### src/sv/itr_pkg.sv
package itr_pkg;

  // Upper bound on message length, also the width limit of the length field
  localparam int unsigned MAX_LEN = 4095;
  localparam int unsigned LEN_W   = 12;

  // Job queue between the classifier and the result streamer
  localparam int unsigned FIFO_DEPTH = 4;
  localparam int unsigned FIFO_AW    = 2;

  // Register defaults
  localparam logic [LEN_W-1:0] MAX_LEN_RST = 12'd4095;
  localparam logic [2:0]       TIMEOUT_RST = 3'd5;

  // Configuration register indexes
  localparam logic CFG_MAX_LEN = 1'b0;
  localparam logic CFG_TIMEOUT = 1'b1;

  // Frame type nibble
  localparam logic [3:0] TYPE_SINGLE = 4'h0;
  localparam logic [3:0] TYPE_FIRST  = 4'h1;
  localparam logic [3:0] TYPE_CONSEC = 4'h2;

  // Input action codes
  localparam logic ACT_FRAME = 1'b0;
  localparam logic ACT_TICK  = 1'b1;

  typedef enum logic [2:0] {
    KIND_BYTE    = 3'd0,
    KIND_FC      = 3'd1,
    KIND_ERR     = 3'd2,
    KIND_TIMEOUT = 3'd3,
    KIND_EMPTY   = 3'd4
  } kind_t;

  typedef enum logic [1:0] {
    ERR_BAD_TYPE  = 2'd0,
    ERR_SEQUENCE  = 2'd1,
    ERR_TOO_LARGE = 2'd2,
    ERR_STRAY     = 2'd3
  } err_t;

  // One item's worth of results: optional head result, up to seven payload
  // bytes, and an optional trailing empty-message marker.
  typedef struct packed {
    logic             has_head;
    kind_t            head_kind;
    err_t             head_err;
    logic [2:0]       nbytes;
    logic [6:0][7:0]  data;
    logic             mark_last;
    logic             tail_empty;
  } job_t;

endpackage

### src/sv/itr_fifo.sv
module itr_fifo
  import itr_pkg::*;
(
  input  logic clk,
  input  logic rst_n,
  input  logic push,
  input  job_t push_job,
  output logic full,
  output logic head_valid,
  output job_t head_job,
  input  logic pop
);

  job_t                 mem_r [FIFO_DEPTH];
  logic [FIFO_AW-1:0]   wr_ptr_r;
  logic [FIFO_AW-1:0]   rd_ptr_r;
  logic [FIFO_AW:0]     count_r;
  logic                 do_push;
  logic                 do_pop;

  assign full       = (count_r == (FIFO_AW+1)'(FIFO_DEPTH));
  assign head_valid = (count_r != '0);
  assign head_job   = mem_r[rd_ptr_r];
  assign do_push    = push && !full;
  assign do_pop     = pop && head_valid;

  // storage
  always_ff @(posedge clk) begin
    if (do_push) begin
      mem_r[wr_ptr_r] <= push_job;
    end
  end

  // pointers and fill level
  always_ff @(posedge clk) begin
    if (!rst_n) begin
      wr_ptr_r <= '0;
      rd_ptr_r <= '0;
      count_r  <= '0;
    end else begin
      if (do_push) begin
        wr_ptr_r <= wr_ptr_r + 1'b1;
      end
      if (do_pop) begin
        rd_ptr_r <= rd_ptr_r + 1'b1;
      end
      case ({do_push, do_pop})
        2'b10:   count_r <= count_r + 1'b1;
        2'b01:   count_r <= count_r - 1'b1;
        default: count_r <= count_r;
      endcase
    end
  end

endmodule

### src/sv/itr_front.sv
module itr_front
  import itr_pkg::*;
(
  input  logic             clk,
  input  logic             rst_n,
  input  logic             cfg_we,
  input  logic             cfg_index,
  input  logic [LEN_W-1:0] cfg_wdata,
  input  logic             accept,
  input  logic             action,
  input  logic [7:0]       byte0,
  input  logic [7:0]       byte1,
  input  logic [7:0]       byte2,
  input  logic [7:0]       byte3,
  input  logic [7:0]       byte4,
  input  logic [7:0]       byte5,
  input  logic [7:0]       byte6,
  input  logic [7:0]       byte7,
  output logic             push,
  output job_t             job
);

  logic [LEN_W-1:0] max_len_r;
  logic [2:0]       timeout_r;

  logic [LEN_W-1:0] exp_len_r, exp_len_nxt;
  logic [LEN_W-1:0] rcv_cnt_r, rcv_cnt_nxt;
  logic [3:0]       seq_r, seq_nxt;
  logic             recv_r, recv_nxt;
  logic [2:0]       idle_r, idle_nxt;

  logic [LEN_W-1:0] lim;
  logic [2:0]       tmo_eff;
  logic [2:0]       idle_inc;
  logic [3:0]       ftype;
  logic [3:0]       low;
  logic [LEN_W-1:0] ff_len;
  logic [LEN_W-1:0] rem;
  logic [2:0]       take;
  logic             done;

  assign lim      = (max_len_r < LEN_W'(MAX_LEN)) ? max_len_r : LEN_W'(MAX_LEN);
  assign tmo_eff  = (timeout_r == 3'd0) ? 3'd1 : timeout_r;
  assign idle_inc = (idle_r != 3'd7) ? idle_r + 3'd1 : idle_r;
  assign ftype    = byte0[7:4];
  assign low      = byte0[3:0];
  assign ff_len   = {low, byte1};
  assign rem      = (exp_len_r > rcv_cnt_r) ? exp_len_r - rcv_cnt_r : '0;
  assign take     = (rem < LEN_W'(7)) ? rem[2:0] : 3'd7;
  assign done     = (rem <= LEN_W'(7));

  // classify the item, update reassembly state and build its job
  always_comb begin
    exp_len_nxt = exp_len_r;
    rcv_cnt_nxt = rcv_cnt_r;
    seq_nxt     = seq_r;
    recv_nxt    = recv_r;
    idle_nxt    = idle_r;
    job         = '0;
    job.head_kind = KIND_BYTE;
    job.head_err  = ERR_BAD_TYPE;

    if (accept) begin
      if (action == ACT_TICK) begin
        if (recv_r) begin
          idle_nxt = idle_inc;
          if (idle_inc >= tmo_eff) begin
            job.has_head  = 1'b1;
            job.head_kind = KIND_TIMEOUT;
            recv_nxt      = 1'b0;
            exp_len_nxt   = '0;
            rcv_cnt_nxt   = '0;
            seq_nxt       = '0;
            idle_nxt      = '0;
          end
        end
      end else begin
        idle_nxt = '0;
        unique case (ftype)
          TYPE_SINGLE: begin
            recv_nxt    = 1'b0;
            exp_len_nxt = '0;
            rcv_cnt_nxt = '0;
            seq_nxt     = '0;
            job.data    = {byte7, byte6, byte5, byte4, byte3, byte2, byte1};
            if (low > 4'd7) begin
              job.has_head  = 1'b1;
              job.head_kind = KIND_ERR;
              job.head_err  = ERR_BAD_TYPE;
            end else if (LEN_W'(low) > lim) begin
              job.has_head  = 1'b1;
              job.head_kind = KIND_ERR;
              job.head_err  = ERR_TOO_LARGE;
            end else if (low == 4'd0) begin
              job.has_head  = 1'b1;
              job.head_kind = KIND_EMPTY;
            end else begin
              job.nbytes    = low[2:0];
              job.mark_last = 1'b1;
            end
          end
          TYPE_FIRST: begin
            recv_nxt    = 1'b0;
            exp_len_nxt = '0;
            rcv_cnt_nxt = '0;
            seq_nxt     = '0;
            job.data    = {8'h00, byte7, byte6, byte5, byte4, byte3, byte2};
            job.has_head = 1'b1;
            if (ff_len > lim) begin
              job.head_kind = KIND_ERR;
              job.head_err  = ERR_TOO_LARGE;
            end else begin
              job.head_kind = KIND_FC;
              if (ff_len == '0) begin
                job.tail_empty = 1'b1;
              end else begin
                job.nbytes    = (ff_len < LEN_W'(6)) ? ff_len[2:0] : 3'd6;
                job.mark_last = (ff_len <= LEN_W'(6));
                if (ff_len > LEN_W'(6)) begin
                  recv_nxt    = 1'b1;
                  exp_len_nxt = ff_len;
                  rcv_cnt_nxt = LEN_W'(6);
                end
              end
            end
          end
          TYPE_CONSEC: begin
            job.data = {byte7, byte6, byte5, byte4, byte3, byte2, byte1};
            if (!recv_r) begin
              job.has_head  = 1'b1;
              job.head_kind = KIND_ERR;
              job.head_err  = ERR_STRAY;
            end else if (low != seq_r + 4'd1) begin
              job.has_head  = 1'b1;
              job.head_kind = KIND_ERR;
              job.head_err  = ERR_SEQUENCE;
              recv_nxt      = 1'b0;
              exp_len_nxt   = '0;
              rcv_cnt_nxt   = '0;
              seq_nxt       = '0;
            end else begin
              job.nbytes    = take;
              job.mark_last = done;
              seq_nxt       = low;
              rcv_cnt_nxt   = rcv_cnt_r + LEN_W'(take);
              if (done) begin
                recv_nxt    = 1'b0;
                exp_len_nxt = '0;
                rcv_cnt_nxt = '0;
                seq_nxt     = '0;
              end
            end
          end
          default: begin
            // flow control or undefined type
            job.has_head  = 1'b1;
            job.head_kind = KIND_ERR;
            job.head_err  = ERR_BAD_TYPE;
            recv_nxt      = 1'b0;
            exp_len_nxt   = '0;
            rcv_cnt_nxt   = '0;
            seq_nxt       = '0;
          end
        endcase
      end
    end
  end

  // only items that produce results enter the queue
  assign push = accept && (job.has_head || (job.nbytes != 3'd0) || job.tail_empty);

  // configuration registers
  always_ff @(posedge clk) begin
    if (!rst_n) begin
      max_len_r <= MAX_LEN_RST;
      timeout_r <= TIMEOUT_RST;
    end else if (cfg_we) begin
      if (cfg_index == CFG_MAX_LEN) begin
        max_len_r <= cfg_wdata;
      end else begin
        timeout_r <= cfg_wdata[2:0];
      end
    end
  end

  // reassembly state
  always_ff @(posedge clk) begin
    if (!rst_n) begin
      exp_len_r <= '0;
      rcv_cnt_r <= '0;
      seq_r     <= '0;
      recv_r    <= 1'b0;
      idle_r    <= '0;
    end else begin
      exp_len_r <= exp_len_nxt;
      rcv_cnt_r <= rcv_cnt_nxt;
      seq_r     <= seq_nxt;
      recv_r    <= recv_nxt;
      idle_r    <= idle_nxt;
    end
  end

endmodule

### src/sv/itr_back.sv
module itr_back
  import itr_pkg::*;
(
  input  logic       clk,
  input  logic       rst_n,
  input  logic       job_valid,
  input  job_t       job,
  output logic       job_pop,
  output logic       out_valid,
  input  logic       out_ready,
  output kind_t      out_kind,
  output logic [7:0] out_payload_byte,
  output err_t       out_error_code,
  output logic       out_last_of_message,
  output logic       out_last_of_item
);

  logic       out_valid_r;
  kind_t      kind_r;
  logic [7:0] byte_r;
  err_t       err_r;
  logic       last_msg_r;
  logic       last_item_r;
  logic [2:0] pos_r;

  logic       load;
  logic [3:0] total;
  logic       last;
  logic [2:0] idx;
  logic       in_head;
  logic       in_bytes;
  kind_t      kind_nxt;
  logic [7:0] byte_nxt;
  err_t       err_nxt;
  logic       last_msg_nxt;

  assign load    = job_valid && (!out_valid_r || out_ready);
  assign total   = 4'(job.has_head) + 4'(job.nbytes) + 4'(job.tail_empty);
  assign last    = (4'(pos_r) + 4'd1 == total);
  assign job_pop = load && last;
  assign in_head = job.has_head && (pos_r == 3'd0);
  assign idx     = pos_r - 3'(job.has_head);
  assign in_bytes = !in_head && (idx < job.nbytes);

  // pick the result at the current position of the head job
  always_comb begin
    kind_nxt     = KIND_EMPTY;
    byte_nxt     = 8'h00;
    err_nxt      = ERR_BAD_TYPE;
    last_msg_nxt = 1'b0;
    if (in_head) begin
      kind_nxt = job.head_kind;
      if (job.head_kind == KIND_ERR) begin
        err_nxt = job.head_err;
      end
    end else if (in_bytes) begin
      kind_nxt     = KIND_BYTE;
      byte_nxt     = job.data[idx];
      last_msg_nxt = job.mark_last && (idx + 3'd1 == job.nbytes);
    end
  end

  // output register; one result per cycle while out_ready is high
  always_ff @(posedge clk) begin
    if (!rst_n) begin
      out_valid_r <= 1'b0;
      pos_r       <= '0;
    end else if (load) begin
      out_valid_r <= 1'b1;
      pos_r       <= last ? 3'd0 : pos_r + 3'd1;
    end else if (out_ready) begin
      out_valid_r <= 1'b0;
    end
  end

  always_ff @(posedge clk) begin
    if (load) begin
      kind_r      <= kind_nxt;
      byte_r      <= byte_nxt;
      err_r       <= err_nxt;
      last_msg_r  <= last_msg_nxt;
      last_item_r <= last;
    end
  end

  assign out_valid           = out_valid_r;
  assign out_kind            = kind_r;
  assign out_payload_byte    = byte_r;
  assign out_error_code      = err_r;
  assign out_last_of_message = last_msg_r;
  assign out_last_of_item    = last_item_r;

endmodule

### src/sv/iso_tp_receive_reassembler.sv
// Transport-layer receive reassembler for classic 8-byte CAN frames.
//
// Input channel (in_valid/in_ready): one item is either a received frame
// (in_action = 0, bytes in in_byte0..in_byte7) or an idle time tick
// (in_action = 1, bytes ignored). Output channel (out_valid/out_ready): the
// results of each item come out in order; an item gives zero to seven
// results, out_last_of_item marks the final one. Payload bytes come out in
// message order.
// Configuration: cfg_we/cfg_index/cfg_wdata, index 0 = max message length,
// index 1 = timeout in ticks; write only while the block is idle.
//
// Path: the first result of an item passes through the job queue and then
// the output register before it shows on out_valid.
// Throughput: the classifier takes an item every cycle while the queue has
// room; the result streamer emits one result per cycle while out_ready is
// high, and a full frame gives up to 7 results. A
// four-entry job queue between classifier and streamer absorbs bursts.
// Reset (rst_n low, synchronous) empties the queue, drops any message in
// progress and restores the register defaults (4095 bytes, 5 ticks).
// When the receiver holds out_ready low, the current result stays put, the
// queue fills, and in_ready drops once it is full.
module iso_tp_receive_reassembler
  import itr_pkg::*;
(
  input  logic             clk,
  input  logic             rst_n,
  input  logic             cfg_we,
  input  logic             cfg_index,
  input  logic [LEN_W-1:0] cfg_wdata,
  input  logic             in_valid,
  output logic             in_ready,
  input  logic             in_action,
  input  logic [7:0]       in_byte0,
  input  logic [7:0]       in_byte1,
  input  logic [7:0]       in_byte2,
  input  logic [7:0]       in_byte3,
  input  logic [7:0]       in_byte4,
  input  logic [7:0]       in_byte5,
  input  logic [7:0]       in_byte6,
  input  logic [7:0]       in_byte7,
  output logic             out_valid,
  input  logic             out_ready,
  output logic [2:0]       out_kind,
  output logic [7:0]       out_payload_byte,
  output logic [1:0]       out_error_code,
  output logic             out_last_of_message,
  output logic             out_last_of_item
);

  logic  fifo_full;
  logic  push;
  job_t  push_job;
  logic  head_valid;
  job_t  head_job;
  logic  pop;
  kind_t kind_w;
  err_t  err_w;

  assign in_ready = !fifo_full;

  // classifier
  itr_front u_front (
    .clk       (clk),
    .rst_n     (rst_n),
    .cfg_we    (cfg_we),
    .cfg_index (cfg_index),
    .cfg_wdata (cfg_wdata),
    .accept    (in_valid && in_ready),
    .action    (in_action),
    .byte0     (in_byte0),
    .byte1     (in_byte1),
    .byte2     (in_byte2),
    .byte3     (in_byte3),
    .byte4     (in_byte4),
    .byte5     (in_byte5),
    .byte6     (in_byte6),
    .byte7     (in_byte7),
    .push      (push),
    .job       (push_job)
  );

  // job queue
  itr_fifo u_fifo (
    .clk        (clk),
    .rst_n      (rst_n),
    .push       (push),
    .push_job   (push_job),
    .full       (fifo_full),
    .head_valid (head_valid),
    .head_job   (head_job),
    .pop        (pop)
  );

  // result streamer
  itr_back u_back (
    .clk                 (clk),
    .rst_n               (rst_n),
    .job_valid           (head_valid),
    .job                 (head_job),
    .job_pop             (pop),
    .out_valid           (out_valid),
    .out_ready           (out_ready),
    .out_kind            (kind_w),
    .out_payload_byte    (out_payload_byte),
    .out_error_code      (err_w),
    .out_last_of_message (out_last_of_message),
    .out_last_of_item    (out_last_of_item)
  );

  assign out_kind       = kind_w;
  assign out_error_code = err_w;

  // the final byte of a message always closes its item
  a_last_msg_closes_item: assert property (@(posedge clk) disable iff (!rst_n)
    out_valid && out_last_of_message |-> out_last_of_item && out_kind == KIND_BYTE)
    else $error("last_of_message without last_of_item");

  // payload byte is zero on non-byte results
  a_byte_zero: assert property (@(posedge clk) disable iff (!rst_n)
    out_valid && out_kind != KIND_BYTE |-> out_payload_byte == 8'h00)
    else $error("payload byte set on non-byte result");

  // error code is zero unless the result is an error
  a_err_zero: assert property (@(posedge clk) disable iff (!rst_n)
    out_valid && out_kind != KIND_ERR |-> out_error_code == ERR_BAD_TYPE)
    else $error("error code set on non-error result");

  // the queue never takes a job while full
  a_no_overflow: assert property (@(posedge clk) disable iff (!rst_n)
    fifo_full |-> !(in_valid && in_ready))
    else $error("item accepted with full job queue");

endmodule
### config.mk
export PLATFORM = sky130hd
export DESIGN_NAME = iso_tp_receive_reassembler
export DESIGN_NICKNAME = d
export VERILOG_FILES = /design/src/sv/itr_pkg.sv /design/src/sv/itr_fifo.sv /design/src/sv/itr_front.sv /design/src/sv/itr_back.sv /design/src/sv/iso_tp_receive_reassembler.sv
export SDC_FILE = /design/constraint.sdc
export NUM_CORES = 1
export LEC_CHECK = 0
export BUFFER_PORTS_ARGS = -buffer_cell sky130_fd_sc_hd__buf_2
export CAP_MARGIN = 25
export CORE_MARGIN = 2
export CORE_UTILIZATION = 47
export CTS_BUF_LIST = sky130_fd_sc_hd__clkbuf_16
export DETAILED_ROUTE_END_ITERATION = 16
export HOLD_SLACK_MARGIN = 0.08
export PLACE_DENSITY_LB_ADDON = 0.15
export SYNTH_ARGS = -nofsm -noshare
export SYNTH_HDL_FRONTEND = slang
export SYNTH_SLANG_ARGS = --single-unit
### constraint.sdc
create_clock -name clk -period 7.41 [get_ports clk]
set_clock_uncertainty 0.05 [all_clocks]
set_input_delay 0.3705 -clock clk [delete_from_list [all_inputs] [get_ports clk]]
set_output_delay 0.3705 -clock clk [all_outputs]
set_load 0.01 [all_outputs]
* Word-level counts from Yosys, hierarchy flattened
Memories as Yosys holds them, arrays and structs flattened. A register that Yosys moved wholly into a read port is not among the register bits.
Cells that the tools add are included.
** Operators by class
- Add/subtract/negate cells :: 14
- $mul :: 0
- Div/mod/pow operators :: 0
- Magnitude comparators :: 13
- Equal/unequal tests :: 14
- Shifts and indexed selects :: 0
- Muxes and demuxes :: 87
- Bitwise operators :: 2
- Reductions and logical operators :: 31
** Operators with widths (number)
- 12-bit two-way mux :: 17
- 60-bit one-hot mux with 3 select lines :: 1
- 67-bit two-way mux :: 1
- 63-bit two-way mux :: 1
- 3-bit two-way mux :: 18
- 4-bit two-way mux :: 12
- 12-bit one-hot mux with 2 select lines :: 2
- 8-bit binary-select mux with 3-bit select :: 1
- 12-bit > comparator :: 2
- 12-bit by 3-bit less-or-equal comparator with 1-bit output (second input constant) :: 2
- 12-bit by 3-bit less-than comparator with 1-bit output (second input constant) :: 2
- 1-bit two-way mux :: 21
- 6-bit two-way mux :: 3
- 6-bit one-hot mux with 3 select lines :: 1
- 12-bit by 3-bit adder with 12-bit output :: 1
- 3-bit by 1-bit adder with 3-bit output (second input constant) :: 4
- 12-bit by 3-bit > comparator with 1-bit output (second input constant) :: 1
- 4-bit by 12-bit > comparator with 1-bit output :: 1
- 12-bit logical NOT :: 1
- 12-bit less-than comparator (second input constant) :: 1
- 2-bit two-way mux :: 6
- 12-bit subtractor :: 1
- 1-bit logical AND :: 9
- 4-bit logical NOT :: 2
- other kinds (36) :: 50
** Word-level totals
- Bits in registers :: 73
- Latch bits :: 0
- Bits in writable memories :: 268
- Bits in read-only memories :: 0
- Bits of input ports :: 83
- Logic and storage cells :: 179
- Memories kept :: 1
** Memories
- u_fifo.mem_r :: depth 4, width 67, rd ports 1, clocked after memory_dff 1, wr ports 1, line itr_fifo.sv:14 : job_t mem_r [FIFO_DEPTH];

* Depth between registers and ports, before layout
Gate-level depths: netlist (run 1).
- Word-level depth :: 16
- Gate-level depth with buffers :: 20

* Cells and area by module
A second synthesis (run 1) with hierarchy kept.
** Unflattened totals
- Cell total of the unflattened synthesis :: 1111
- Area, all modules :: 15949.0 µm²
** By module, submodules not included
- itr_fifo :: instances 1, cells each 402, area each 10186.0 µm², seq. area each 8227.9 µm²
- itr_front :: instances 1, cells each 576, area each 4272.8 µm², seq. area each 940.9 µm²
- itr_back :: instances 1, cells each 131, area each 1480.2 µm², seq. area each 530.5 µm²
- iso_tp_receive_reassembler :: instances 1, cells each 2, area each 10.0 µm², seq. area each 0.0 µm²

* Worst setup path after synthesis (run 1)
No wires, ideal clock.
- Kind :: flip-flop to flip-flop
- Start :: register u_front.exp_len_r[0]
- End :: memory u_fifo.mem_r[0][0] (netlist bit) (enable)
- Data arrival time :: 5.364 ns
- Data required time :: 6.859 ns
- Setup slack :: 1.496 ns
- Stages on the path, launching flop included :: 12
- Clock period less this slack :: 5.914 ns
- Cells stage by stage :: dfxtp_1 > inv_1 > ha_1 > fa_1 > nor2b_1 > o31a_1 > o21ai_1 > a21boi_0 > nand3_1 > a41oi_1 > nor4_4 > nor2b_1
** On the way
- Cells in the longest elaborated chain, start to end :: 16
- Elaborated cells between the ends (all ways) :: 17
- Those cells by class :: add/sub (1); order compare (2); mux (9); reduce/logical (5)
** RTL lines
- start, declared :: line itr_front.sv:26 : logic [LEN_W-1:0] exp_len_r, exp_len_nxt;
- start signal, assigned :: line itr_front.sv:195 : exp_len_r <= exp_len_nxt;
- 12-bit subtractor / 12-bit > comparator (equally long branches) :: line itr_front.sv:48 : assign rem = (exp_len_r > rcv_cnt_r) ? exp_len_r - rcv_cnt_r : '0;
- 12-bit two-way mux * :: line itr_front.sv:48
- 12-bit by 3-bit less-than comparator with 1-bit output :: line itr_front.sv:49 : assign take = (rem < LEN_W'(7)) ? rem[2:0] : 3'd7;
- 3-bit two-way mux * :: line itr_front.sv:49
- 3-bit two-way mux * :: line itr_front.sv:133 : end else if (low != seq_r + 4'd1) begin
- 3-bit two-way mux * :: line itr_front.sv:129 : if (!recv_r) begin
- 60-bit one-hot mux with 3 select lines * :: line itr_front.sv:79 : unique case (ftype)
- 63-bit two-way mux * :: line itr_front.sv:64 : if (action == ACT_TICK) begin
- 67-bit two-way mux * :: line itr_front.sv:63 : if (accept) begin
- 3-bit nonzero test * :: line itr_front.sv:170 : assign push = accept && (job.has_head || (job.nbytes != 3'd0) || job.tail_empty);
- 1-bit logical OR * (2 in series) :: line itr_front.sv:170
- 1-bit logical AND * :: line itr_front.sv:170
- 1-bit logical AND * :: line itr_fifo.sv:24 : assign do_push = push && !full;
- 1-bit two-way mux * :: line itr_fifo.sv:29 : if (do_push) begin
- 1-bit two-way mux (implied by the code) * :: line itr_fifo.sv:30 : mem_r[wr_ptr_r] <= push_job;
- end, declared :: line itr_fifo.sv:14
Every way passes the cells marked *; elsewhere a longest branch is shown, timed or not.

==> flow_summary.toml, run 1 <==
[placement]
gp_congestion = 0.838
dp_hpwl_mm = 24.8
numPortBuffers = 99

[power]
pwr-share-clk_pct = 40.9
swShare_pct = 23.5
p_comb_share_pct = 9.7
power_per_cell_area_nw_per_um2 = 240
switching_power_mw = 1.02
max-vdd-ir-drop_uv = 182
p_int_mw = 3.32
cellLeakagePower_nw = 6.20
pwr-share-seq_pct = 49.4

[worst_setup_path]
startpoint = "u_front.idle_r[0]$_SDFFE_PN0P_"
cp_common_cell = "ha_1"
worst-path-buf-inv = 1
worst_path_max_delay_cell = "nor4_4"
cp_top_family = "simple AND/OR/NAND/NOR gates"
slowest_delay_ns = 0.74
reg2regPathDepth = 16
crit_type = "flop to flop"
path_cells = "ha_1 > nand2_1 > xnor2_1 > ha_1 > nand2b_1 > a21o_1 > a21oi_1 > nor2_1 > o31a_1 > nor4_4 > ha_1 > inv_1 > fa_1 > xor2_1 > or3_1 > a21boi_0"
cp-start-kind = "flop"
r2r_end = "u_fifo.count_r[2]$_SDFFE_PN0P_"
path_max_fanout = 7
r2r_slack_ns = 2.50
critPathArrivalTime_ns = 5.30
cp.required_ns = 7.81
end_kind = "flop"
rr_startpoint = "u_front.idle_r[0]$_SDFFE_PN0P_"

[clock_network]
ctsResizeCount = 0
clockRootBuffer = "clkbuf_16"
clkTransAtPathRegs_ns = 0.06
clk_latency_ns = 0.52
cts_buffers = 38
h-tree-depth = 2
cts_buffer_depth = 3
cts_tree = "done"
clkSinkCount = 343
postCtsSetupBuffers = 0

[timing]
rsz0062_at_grt = "false"
fmax_mhz = 204
fin_setup_tns_ns = 0
final-max-slew-violation-count = 0
slew_headroom_pct = 31.8
worst_pin_slew_ns = 1.02
fin_crit_sh_pct = 66.2
setup_violations = 0
hold_slack_ns = 0.0970
hold_violations = 0
fin_crit_ns = 4.91

[logic_synthesis]
syn_area_um2 = 15800
netlist.area_leader.share_pct = 53.9
ys_warn_count = 0
synth-edff-count = 283
synth_common_cells = "283 x edfxtp_1, 102 x nor2_1, 75 x mux4_2"
yosys.cell_types.count = 70
synth_top_cell_by_area = "edfxtp_1"
synth_nets = 1252
ys.flop_type = "edfxtp_1"
yosysMostFrequentCell = "edfxtp_1"
synth_seq_cells = 343
avgSynthCellArea_um2 = 14.1
seq_area_frac_synth_pct = 61.5
synth.area.top_cells = "edfxtp_1 54%, mux4_2 11%, dfxtp_1 7.6%"
synthArstFlopShare_pct = 0
syn_inst = 1115

[detailed_routing]
drt_iter0_drc = 795
vias = 9839
antenna_left = 0
remaining_drc_errors = 0
via_per_inst = 5.77
wl_per_cell_um = 22.2
dr.pass1.iters = 6
wl_mm = 37.8

[floorplanning]
fp.dieArea_um2 = 35000
core_area_um2 = 33300
die_w_um = 187
core.rowCount = 67
die_h_um = 187
ios = 100
start_util_pct = 47.4

[global_routing]
track_usage_pct = 21.9
grt_start_max_net_pins = 67
antenna_found_initial = 1
gr-total-overflow = 0
grt_pass1_wl_mm = 58.7
grt_pass1_vias = 10035

[layout]
layout-drive-gt1-share_pct = 21.1
nFillCells = 2793
insertedDiodeCount = 0
area_delta_synth_final_pct = 14.9
finalNetCount = 1366

[min_path]
hp-class = "primary input to flop"
holdPathStages = 4
holdPathEnd = "u_back.out_valid$_SDFFE_PN0P_"
hp-start = "out_ready"

[run_status]
outcome = "finished clean"

[job]
max-cap-violations = 0
==> final cells by class <==
cell class	instances	area (um2)	area share [%]
inverter	53	199	1.10
clock buffer	39	976	5.39
tap	448	561	3.10
sequential	343	9700	53.6
multi-input combinational	668	5700	31.5
timing repair buffer	125	758	4.19
clock inverter	29	208	1.15
==> routing by layer <==
| metal | vias up | track usage (%) | share of wire [%] |
|---|---|---|---|
| li1 | 4529 | - | - |
| met1 | 4943 | 28.9 | 41 |
| met2 | 301 | 37.6 | 50 |
| met3 | 66 | 3.38 | 5.9 |
| met4 | 0 | 6.17 | 2.4 |
| met5 | - | 0 | 0 |
==> cell families after synthesis <==
| group | synth area share [%] |
|---|---|
| flip-flops | 61.5 |
| XOR/XNOR | 1.98 |
| adder cells (fa/ha/maj) | 4.48 |
| AO/OA/AOI/OAI | 8.77 |
| AND/OR/NAND/NOR | 9.40 |
| multiplexers | 11.2 |
| buffers and inverters | 2.59 |
==> power by group through the flow <==
stage / clock network (mW) / registers, mW / logic (mW)
finish: 1.78 / 2.14 / 0.421
global route: 1.88 / 2.15 / 0.460
CTS: 1.81 / 2.14 / 0.427
detailed placement: 0 / 2.18 / 0.421
global placement: 0 / 2.18 / 0.417
floorplan: 0 / 2.18 / 0.260
==> through the flow <==
step	util, %	cells	power [mW]	setup WS, ns	cell area [um2]
after floorplan	-	1115	2.44	1.50	15800
after global placement	50.4	1623	2.60	2.55	16800
after detailed placement	50.5	1625	2.61	2.46	16800
after CTS	54.4	1705	4.38	2.45	18100
after global routing	54.4	1705	4.49	2.19	18100
final	54.4	1705	4.34	2.50	18100
==> worst register-to-register path, stage by stage, from the launching register on <==
cell and delay (ns):
dfxtp_1 0.38, ha_1 0.20, nand2_1 0.09, xnor2_1 0.26, ha_1 0.28, nand2b_1 0.13, a21o_1 0.17, a21oi_1 0.57
nor2_1 0.25, o31a_1 0.25, nor4_4 0.74, ha_1 0.33, inv_1 0.08, fa_1 0.44, xor2_1 0.16, or3_1 0.30
a21boi_0 0.16
==> placed cells by master, fill, tap and decap left out, types with 15 or more instances in the layout <==
cell       netlist  routed
edfxtp_1       283     283
nor2_1         102     102
buf_2           11      99
mux4_2          75      75
nand2_1         68      68
dfxtp_1         60      58
inv_1           51      55
a22oi_1         50      50
ha_1            50      50
a21oi_1         47      46
clkbuf_16        0      39
xnor2_1         24      24
nand3_1         21      21
nor2b_1         22      18
a22o_1          18      18
o211ai_1        15      15
o21ai_0         15      15
==> timing repair <==
action	in CTS	in global routing
hold buffers	12	0
hold endpoints to repair	14	0
setup endpoints to repair	0	0
==> worst max-delay path by stage <==
stage                                           endpoint  slack, ns  cells after the start
after floorplan             u_fifo.mem_r[0][0]$_DFFE_PP_       1.50                     11
after detailed placement  u_fifo.count_r[2]$_SDFFE_PN0P_       2.46                     16
final                     u_fifo.count_r[2]$_SDFFE_PN0P_       2.50                     16
after global routing      u_fifo.count_r[2]$_SDFFE_PN0P_       2.19                     16
after CTS                 u_fifo.count_r[2]$_SDFFE_PN0P_       2.45                     16
after global placement    u_fifo.count_r[2]$_SDFFE_PN0P_       2.55                     16
==> sequential cells by signal, summed over array words and instances (netlist names), 4 cells and up, named ones only <==
register,count
u_back.out_payload_byte,8
u_fifo.mem_r,268
u_front.exp_len_r,12
u_front.max_len_r,12
u_front.rcv_cnt_r,12
u_front.seq_r,4
No activity file was read; power rests on OpenSTA's default activity.
==> run 2: changes to the inputs <==
ABC_AREA = 1   (was default)
clock period = 4.3 ns   (was 7.41 ns; I/O delays follow)
==> run 2 against run 1 <==
Compared with the run above: first-iteration DRC count is 13% higher; global-route usage grew 1.9 points; non-clock buffer count is 59 higher; clock power increased by 80%; combinational power increased to 4.2 times the previous value; final area is 5.7% higher; cell count rose by 33%; register-to-register slack got worse by 2.1 ns; critical path depth up 9; hold slack improved by 0.0056 ns; sequential share of layout area down 2.9 points; largest power group unchanged; highest routed layer unchanged.
==> flow_summary.toml, run 2 <==
[run_status]
outcome = "finished clean"

[floorplanning]
start_util_pct = 47.3
die_w_um = 190
fp.dieArea_um2 = 36000
core.rowCount = 68
core_area_um2 = 34300
die_h_um = 190
ios = 100

[clock_network]
postCtsSetupBuffers = 0
clockRootBuffer = "clkbuf_16"
clk_latency_ns = 0.54
clkTransAtPathRegs_ns = 0.06
cts_buffer_depth = 3
cts_buffers = 39
cts_tree = "done"
clkSinkCount = 343
h-tree-depth = 2

[power]
total_power_mw = 8.73
cellLeakagePower_nw = 6.86
power_per_cell_area_nw_per_um2 = 457
max-vdd-ir-drop_uv = 276

[logic_synthesis]
yosysMostFrequentCell = "edfxtp_1"
seq_area_frac_synth_pct = 59.8
syn_inst = 1629
synth-edff-count = 283
yosys.cell_types.count = 56
synthArstFlopShare_pct = 0
synth_top_cell_by_area = "edfxtp_1"
avgSynthCellArea_um2 = 9.95
ys_warn_count = 0
netlist.area_leader.share_pct = 52.4
syn_area_um2 = 16200
synth_seq_cells = 343
ys.flop_type = "edfxtp_1"
synth_nets = 1766
synth_common_cells = "283 x edfxtp_1, 282 x nand2_1, 224 x nor2_1"
synth.area.top_cells = "edfxtp_1 52%, dfxtp_1 7.4%, nand2_1 6.5%"

[global_routing]
grt_pass1_wl_mm = 66.2
grt_pass1_vias = 12156
track_usage_pct = 23.7
antenna_found_initial = 0
grt_start_max_net_pins = 82
gr-total-overflow = 0

[detailed_routing]
antenna_left = 0
wl_mm = 42.8
remaining_drc_errors = 0
drt_iter0_drc = 900
wl_per_cell_um = 18.9
via_per_inst = 5.50
vias = 12440
dr.pass1.iters = 7

[layout]
final_common_cell = "edfxtp_1"
finalNetCount = 1915
insertedDiodeCount = 0
mostFrequentLayoutCells = "283 x edfxtp_1, 282 x nand2_1, 220 x nor2_1"
fin_cells = 2263
regMostFlops = "u_fifo.mem_r"
nFillCells = 2983
area_delta_synth_final_pct = 18.0
largest_reg_flops = 268
layout-drive-gt1-share_pct = 13.4

[min_path]
hp-class = "primary input to flop"
holdPathStages = 3

[worst_setup_path]
reg2regPathDepth = 25
path_max_fanout = 7
critPathArrivalTime_ns = 4.25
cp-start-kind = "flop"
end_kind = "flop"
cp.required_ns = 4.66
crit_type = "flop to flop"

[timing]
final-max-slew-violation-count = 0
hold_violations = 0
worst_pin_slew_ns = 1.07
hold_slack_ns = 0.103
fin_setup_tns_ns = 0
fmax_mhz = 257
setup_violations = 0
slew_headroom_pct = 28.0
rsz0062_at_grt = "false"
fin_crit_ns = 3.89
fin_crit_sh_pct = 90.4

[placement]
dp_cells = 2140
gp_congestion = 0.906
dp_hpwl_mm = 27.2
numPortBuffers = 99

[job]
max-cap-violations = 0
## run 2: cell count changes after synthesis, sizes merged, moves of 14 or more
cell and change:
nand3 +39, xnor2 -16, and3 -14, a22o -18, clkbuf +30, a22oi -50
nor2 +126, a21oi +55, o22ai +33, nor2b -22, nand2 +226, mux4 -75
o21ai +136, inv +87
## run 2: area by class of cell
type	instances	area (um2)	area share (%)
sequential	343	9700	50.7
multi-input combinational	1069	5730	29.9
timing repair buffer	184	1350	7.06
clock buffer	40	1000	5.23
tap	455	569	2.98
inverter	141	531	2.77
clock inverter	31	244	1.28
## run 2: repair_timing
| action | in CTS | in global routing |
|---|---|---|
| hold buffers | 52 | 0 |
| gates resized for setup | 0 | 0 |
| endpoints found under the hold margin | 95 | 0 |
## run 2: worst max-delay path, stage by stage (launching register included)
cell and delay (ns):
dfxtp_1 0.30, inv_1 0.05, ha_1 0.22, fa_1 0.46
inv_1 0.11, nand3_1 0.09, nand2_1 0.10, nand2_1 0.07
nand2_1 0.08, nand2_1 0.05, nand2_1 0.06, nand3_1 0.09
o21ai_2 0.21, nand3_1 0.17, nand2_1 0.11, nand2_2 0.06
nand2_2 0.08, nand2_4 0.07, nor2_8 0.18, ha_1 0.18
inv_1 0.07, fa_1 0.43, a21oi_1 0.14, o21ai_0 0.10
o21ai_0 0.16, a21oi_1 0.06
## run 2: routing by layer
layer | up-vias | global-route usage [%] | routed length [um] | part of all wire [%]
met4 | 0 | 7.87 | 1080 | 2.5
met1 | 6002 | 30.7 | 18400 | 43
met2 | 368 | 41.6 | 21100 | 49
met3 | 62 | 2.90 | 2210 | 5.2
met5 | - | 0 | 0 | 0
li1 | 6008 | - | - | -
## run 2: kinds of logic after synthesis
kind of cell / synth area share [%]
AOI/OAI and AO/OA: 13.3
xor gates and xnor gates: 1.25
adders and majority gates: 4.35
buffers and inverters: 5.08
DFF: 59.8
muxes: 0.0695
and+or+nand+nor: 16.1
## run 2: worst paths after layout
kind,slack (ns),startpoint,end
worst max-delay path,0.41,u_front.exp_len_r[0]$_SDFFE_PN0P_,u_fifo.count_r[2]$_SDFFE_PN0P_
worst min-delay path,0.10,in_byte4[0],u_fifo.mem_r[0][18]$_DFFE_PP_
worst max register to register,0.41,u_front.exp_len_r[0]$_SDFFE_PN0P_,u_fifo.count_r[2]$_SDFFE_PN0P_
worst min register to register,0.41,u_fifo.rd_ptr_r[1]$_SDFFE_PN0P_,flop
## run 2: power by group
group          switching (mW)  total, mW  internal [mW]
Combinational            1.17       1.75          0.582
Sequential             0.0483       3.78           3.73
Clock                    1.33       3.21           1.88
## run 2: metrics by stage
step	setup slack, ns	utilization [%]	cell area, um2
4_1_cts	0.394	55.8	19100
3_3_place_gp	0.493	50.6	17400
6_report	0.411	55.8	19100
2_1_floorplan	-0.109	-	16200
5_1_grt	0.00468	55.8	19100
3_5_place_dp	0.422	50.6	17400
